**src/rtl/core/lbat_pkg.sv**
```systemverilog
package lbat_pkg;

	localparam int NUM_LEDS   = 5;
	localparam int TIME_WIDTH = 16;

	localparam int CMD_W     = 2;
	localparam int INDEX_W   = 3;
	localparam int DUR_W     = 16;
	localparam int ELAPSED_W = 16;
	localparam int MASK_W    = 5;
	localparam int PIN_COUNT = 5;
	localparam int PORT_A_W  = 2;
	localparam int PORT_B_W  = 3;

	localparam int CMP_W = (TIME_WIDTH > ELAPSED_W) ? TIME_WIDTH : ELAPSED_W;

	localparam int S_DATA_W = 40;
	localparam int M_DATA_W = 16;

	localparam logic [MASK_W-1:0] MASK_RESET = MASK_W'(3);

	typedef enum logic [CMD_W-1:0] {
		CMD_ON       = 2'd0,
		CMD_OFF      = 2'd1,
		CMD_ON_TIMED = 2'd2,
		CMD_TICK     = 2'd3
	} cmd_t;

	typedef struct packed {
		logic sel;
		cmd_t cmd;
	} led_ctl_t;

endpackage

```
**src/rtl/core/lbat_timer.sv**
```systemverilog
module lbat_timer (
	input  logic                                 clk,
	input  logic                                 arst_n,
	input  lbat_pkg::led_ctl_t                   ctl,
	input  logic [lbat_pkg::DUR_W-1:0]           duration,
	input  logic [lbat_pkg::ELAPSED_W-1:0]       elapsed,
	output logic                                 on_next,
	output logic                                 on_q
);
	import lbat_pkg::*;

	logic [TIME_WIDTH-1:0] time_q;
	logic [TIME_WIDTH-1:0] time_next;
	logic                  expired;

	assign expired = CMP_W'(elapsed) >= CMP_W'(time_q);

	always_comb begin
		on_next   = on_q;
		time_next = time_q;
		if (ctl.sel) begin
			unique case (ctl.cmd)
				CMD_ON: begin
					on_next = 1'b1;
				end
				CMD_OFF: begin
					on_next = 1'b0;
				end
				CMD_ON_TIMED: begin
					on_next   = 1'b1;
					time_next = TIME_WIDTH'(duration);
				end
				CMD_TICK: begin
					if (time_q != '0) begin
						if (expired) begin
							time_next = '0;
							on_next   = 1'b0;
						end else begin
							time_next = time_q - TIME_WIDTH'(elapsed);
						end
					end
				end
				default: begin
					on_next = on_q;
				end
			endcase
		end
	end

	always_ff @(posedge clk or negedge arst_n) begin
		if (!arst_n) begin
			on_q   <= 1'b0;
			time_q <= '0;
		end else begin
			on_q   <= on_next;
			time_q <= time_next;
		end
	end

endmodule

```
**src/rtl/core/led_bank_with_auto_off_timers_top.sv**
```systemverilog
// Channel  Direction  Handshake            Payload
// s        in         s_tvalid/s_tready    s_tuser: command; s_tdata: index, duration, elapsed
// m        out        m_tvalid/m_tready    m_tdata: led_states, port_a_pins, port_b_pins
// cfg      in         cfg_valid/cfg_ready  cfg_data: active_high_mask
//
// One word is taken per cycle while s_tready is high; its result shows on m in the cycle after acceptance.
// The LED timers and the result register update in the same edge that accepts the word.
// An input word is taken whenever the result register is empty or being drained.
// Reset clears all LEDs and timers and sets the polarity mask to LEDs 0 and 1 active high.
module led_bank_with_auto_off_timers_top (
	input  logic                              clk,
	input  logic                              arst_n,
	input  logic                              s_tvalid,
	output logic                              s_tready,
	// Bits from low: led_index[2:0], duration_ms[18:3], elapsed_ms[34:19], zero fill.
	input  logic [lbat_pkg::S_DATA_W-1:0]     s_tdata,
	// Bits from low: command[1:0].
	input  logic [lbat_pkg::CMD_W-1:0]        s_tuser,
	output logic                              m_tvalid,
	input  logic                              m_tready,
	// Bits from low: led_states[4:0], port_a_pins[6:5], port_b_pins[9:7], zero fill.
	output logic [lbat_pkg::M_DATA_W-1:0]     m_tdata,
	input  logic                              cfg_valid,
	output logic                              cfg_ready,
	input  logic [lbat_pkg::MASK_W-1:0]       cfg_data
);
	import lbat_pkg::*;

	logic                       s_accept;
	cmd_t                       cmd;
	logic [INDEX_W-1:0]         led_index;
	logic [DUR_W-1:0]           duration_ms;
	logic [ELAPSED_W-1:0]       elapsed_ms;
	logic [MASK_W-1:0]          mask_q;
	logic [NUM_LEDS-1:0]        on_next;
	logic [NUM_LEDS-1:0]        on_q;
	logic [PIN_COUNT+NUM_LEDS-1:0] on_pad;
	logic [PIN_COUNT+NUM_LEDS-1:0] on_q_pad;
	logic [PIN_COUNT-1:0]       on_ext;
	logic [PIN_COUNT-1:0]       pins;
	logic [M_DATA_W-1:0]        result;
	logic [M_DATA_W-1:0]        result_q;
	logic                       valid_q;

	assign s_tready  = !valid_q || m_tready;
	assign s_accept  = s_tvalid && s_tready;
	assign cfg_ready = 1'b1;

	assign cmd         = cmd_t'(s_tuser);
	assign led_index   = s_tdata[INDEX_W-1:0];
	assign duration_ms = s_tdata[INDEX_W+DUR_W-1:INDEX_W];
	assign elapsed_ms  = s_tdata[INDEX_W+DUR_W+ELAPSED_W-1:INDEX_W+DUR_W];

	for (genvar i = 0; i < NUM_LEDS; i++) begin : g_led
		led_ctl_t ctl;
		always_comb begin
			ctl.cmd = cmd;
			ctl.sel = s_accept && ((cmd == CMD_TICK) || (int'(led_index) == i));
		end
		lbat_timer u_timer (
			.clk      (clk),
			.arst_n   (arst_n),
			.ctl      (ctl),
			.duration (duration_ms),
			.elapsed  (elapsed_ms),
			.on_next  (on_next[i]),
			.on_q     (on_q[i])
		);
	end

	assign on_pad   = {{PIN_COUNT{1'b0}}, on_next};
	assign on_q_pad = {{PIN_COUNT{1'b0}}, on_q};
	assign on_ext   = on_pad[PIN_COUNT-1:0];
	assign pins     = on_ext ~^ mask_q;

	assign result = M_DATA_W'({pins[2], pins[3], pins[4], pins[1], pins[0], on_ext});

	always_ff @(posedge clk or negedge arst_n) begin
		if (!arst_n) begin
			mask_q  <= MASK_RESET;
			valid_q <= 1'b0;
		end else begin
			if (cfg_valid && cfg_ready) begin
				mask_q <= cfg_data;
			end
			if (s_accept) begin
				valid_q <= 1'b1;
			end else if (m_tready) begin
				valid_q <= 1'b0;
			end
		end
	end

	always_ff @(posedge clk) begin
		if (s_accept) begin
			result_q <= result;
		end
	end

	assign m_tvalid = valid_q;
	assign m_tdata  = result_q;

	a_accept_gives_result: assert property (@(posedge clk) disable iff (!arst_n)
		s_accept |=> m_tvalid)
		else $error("accepted word produced no result");

	a_result_matches_state: assert property (@(posedge clk) disable iff (!arst_n)
		m_tvalid |-> (m_tdata[PIN_COUNT-1:0] == on_q_pad[PIN_COUNT-1:0]))
		else $error("result LED states differ from LED registers");

endmodule

```
**config.mk**
```make
export PLATFORM = sky130hd
export DESIGN_NAME = led_bank_with_auto_off_timers_top
export DESIGN_NICKNAME = d
export VERILOG_FILES = /design/src/rtl/core/lbat_pkg.sv /design/src/rtl/core/lbat_timer.sv /design/src/rtl/core/led_bank_with_auto_off_timers_top.sv
export SDC_FILE = /design/constraint.sdc
export NUM_CORES = 1
export LEC_CHECK = 0
export BUFFER_PORTS_ARGS = -buffer_cell sky130_fd_sc_hd__buf_2
export CORE_MARGIN = 2
export CORE_UTILIZATION = 56
export DETAILED_ROUTE_END_ITERATION = 6
export PLACE_DENSITY = 0.82
export REMOVE_ABC_BUFFERS = 1
export SYNTH_ARGS = -nofsm -noshare
export SYNTH_HDL_FRONTEND = slang
export SYNTH_SLANG_ARGS = --single-unit
```
**constraint.sdc**
```tcl
create_clock -name clk -period 2.7 [get_ports clk]
set_input_delay 0.405 -clock clk [delete_from_list [all_inputs] [get_ports clk]]
set_output_delay 0.405 -clock clk [all_outputs]
set_load 0.02 [all_outputs]
```
==> run metrics <==
outcome finished, violations left; failing checks hold timing; final hold slack -4.555 ps; unique cell type count in the Yosys netlist 86; layout cells sized above 1 22.91%; GRT Residual Overflow 0; placed cell area 10540 µm²; Least-Margin Pin Slew 803.4 ps; setup TNS 0 ps; Vias/cell 6.407; Iteration-0 DRC Markers 862; register area 2580 µm²; Reg clk slew, reported paths 70 ps; Area Growth Syn to Fin 23.67%; Remaining DRCs 0; Worst Hold Class input pin to async pin; minimum clock period 2641 ps; Final WS setup 58.64 ps; largest net degree at the start of global routing 43; final RePlAce weighted congestion 0.9984; cell taking the most area after synthesis dfrtp_1; TritonCTS Sinks 101; Max clock buf depth 2; Setup crit start kind register; Max IR drop VDD 0.3987 mV; fin nets 1398; Die X 129.6 µm; Post-synth ARST share 90.10%; Row Count 45; most frequent cells in the layout buf_4 (155), a21oi_1 (135), nand2_1 (93), dfrtp_1 (89), nor2_1 (82); worst reg2reg path depth 11; drt wl/cell 20.47 µm; Leak 0.005039 µW; vias 9463; final WL 30.24 mm; Detail Placement HPWL 22.31 mm; reg2reg setup slack 60 ps; Reg-to-Reg Start g_led[3].u_timer.time_q[0]$_DFFE_PN0P_; post-route ant nets 0; multi-input logic area 5953 µm²; r2r endpoint m_tdata[8]$_DFFE_PP_; WS Path Type register to register; Fin Clk Skew 5.157 ps; # fillers 1203; Max-Cap Viols 0; PD cells 735.1 nW/µm²; Num CTS Buffers 9; Peak Freq 0.3786 GHz; pre-CTS setup slack -231.8 ps; synthesized cell area 8837 µm²; Yosys reg bits 101; final period utilization 97.83%; gate count of the mapped netlist 1067; worst-path maximum fanout 3; number of synthesized flops with an enable pin 10; Slew headroom 46.44%; vias in the first global route 9069; Tot GR Track Use 35.94%; Avg Cell Area, Syn 8.282 µm²; port buffer count 58; diodes inserted 0; RSZ-0062 raised after global routing no; leading cell type in the layout, fill and taps excluded buf_4; Die Footprint 16800 µm²; Die Ht 129.6 µm; CTS tree built; Final Setup Violations 0; Core ar. 15310 µm²; initial antenna violation count 0; WP data required 2820 ps; first-pass GRT wire length 46.33 mm; htree depth 3; Primary FF master, synth dfrtp_1; I/O pins 71; Synth top area share 25.20%; Clock Latency Late Sink 370 ps; Synth area leaders dfrtp_1 (25%), ha_1 (11%), a21oi_1 (7.7%), nand2_1 (4.0%), o21ai_0 (3.9%); Initial Util 57.70%; Hold Violations, Final 2; Worst Path Arrival 2760 ps; final design area excluding fillers 10930 µm²; first drt pass iteration count 5; Yosys Warn Count 0; Slew Limit Fails 0; sequential-to-total area share from yosys stat 29.19%; Worst Setup End Kind register; root buf cell clkbuf_16
[flip-flops by register name, summed over array words and instances (netlist names)]
register	flops
g_led.u_timer.on_q	5
m_tdata	10
m_tvalid	1
mask_q	5
g_led.u_timer.time_q	80
[where the power goes]
part | internal, µW | switching, µW | leakage [µW]
sequential | 1880 | 310 | 0.00120
combinational | 2090 | 2380 | 0.00370
clock | 725 | 651 | 0.000146
[timing repair]
item,4_1_cts,5_1_grt
pin swaps,1,8
gates resized for setup,4,13
cloned,0,1
buffers inserted,0,1
setup endpoints to repair,5,19
hold buffers,0,0
hold endpoints to repair,0,0
[worst max path at each step]
stage	from	endpoint	slack (ps)	cells past startpoint
after global placement	s_tdata[19]	m_tdata[8]$_DFFE_PP_	-170	11
after CTS	g_led[1].u_timer.time_q[0]$_DFFE_PN0P_	g_led[1].u_timer.time_q[14]$_DFFE_PN0P_	30	11
after floorplan	m_tvalid$_DFFE_PN0P_	g_led[3].u_timer.time_q[15]$_DFFE_PN0P_	-990	7
after detailed placement	s_tdata[20]	m_tdata[5]$_DFFE_PP_	-230	11
final	g_led[3].u_timer.time_q[0]$_DFFE_PN0P_	m_tdata[8]$_DFFE_PP_	60	11
after global routing	g_led[2].u_timer.time_q[0]$_DFFE_PN0P_	m_tdata[9]$_DFFE_PP_	2	11
[synth_stat cells, drive strengths merged (6+ instances only)]
master,number
xor2,20
edfxtp,10
o211ai,8
xnor2,32
nand2b,14
nor3b,6
a31oi,26
nor2,83
a2111oi,6
o31a,6
a21oi,139
nor2b,12
nand2,95
ha,80
or3,13
a21o,25
and2,13
o21bai,8
o21a,9
a211oi,7
o31ai,10
mux2i,6
nand4,18
o21ai,80
or2,8
and3,7
nor4,27
dfrtp,89
inv,49
buf,22
nand3,20
and4,7
clkbuf,23
nor3,15
[cells by family (layout without fill, tap and decap cells)]
group | Yosys count | count (layout) | synth area share, %
compound gates | 373 | 374 | 27.01
simple gates | 349 | 349 | 20.05
flops | 101 | 101 | 29.19
buf+inv | 94 | 287 | 4.729
fa+ha+maj | 85 | 85 | 12.46
xor+xnor | 52 | 52 | 5.154
mux | 11 | 11 | 1.317
other cells | 2 | 7 | 0.08498
[critical path, cell delays in order (launching register included)]
cell	delay, ps
dfrtp_1	380
inv_1	60
ha_1	150
inv_1	80
fa_2	380
a21o_1	200
a21oi_2	170
o21a_1	160
o311a_4	210
nor2_1	80
o41a_1	380
xnor2_1	150
[final cells by class]
class	instances	area share, %
Timing Repair Buffer	222	15.09
Sequential cell	101	23.61
Tap cell	211	2.416
Clock inverter	7	0.6754
Inverter	49	1.683
Clock buffer	9	2.061
Multi-Input combinational cell	878	54.47
[per-stage QoR]
step                total power (µW)  std cells  utilization [%]
floorplan                       4874       1027                -
global placement                6276       1459            68.82
detailed placement              6444       1459            68.82
CTS                             7873       1475            70.91
global route                    8521       1477            71.36
finish                          8034       1477            71.36
[metal layers]
layer	wire, µm	vias up	part of all wire, %	GRT usage [%]
li1	-	4331	-	-
met1	11600	4528	38	43.64
met2	13810	470	46	57.41
met3	2788	134	9.2	8.753
met4	2038	0	6.7	22.64
met5	0	-	0	0
No activity file was read; power rests on OpenSTA's default activity.
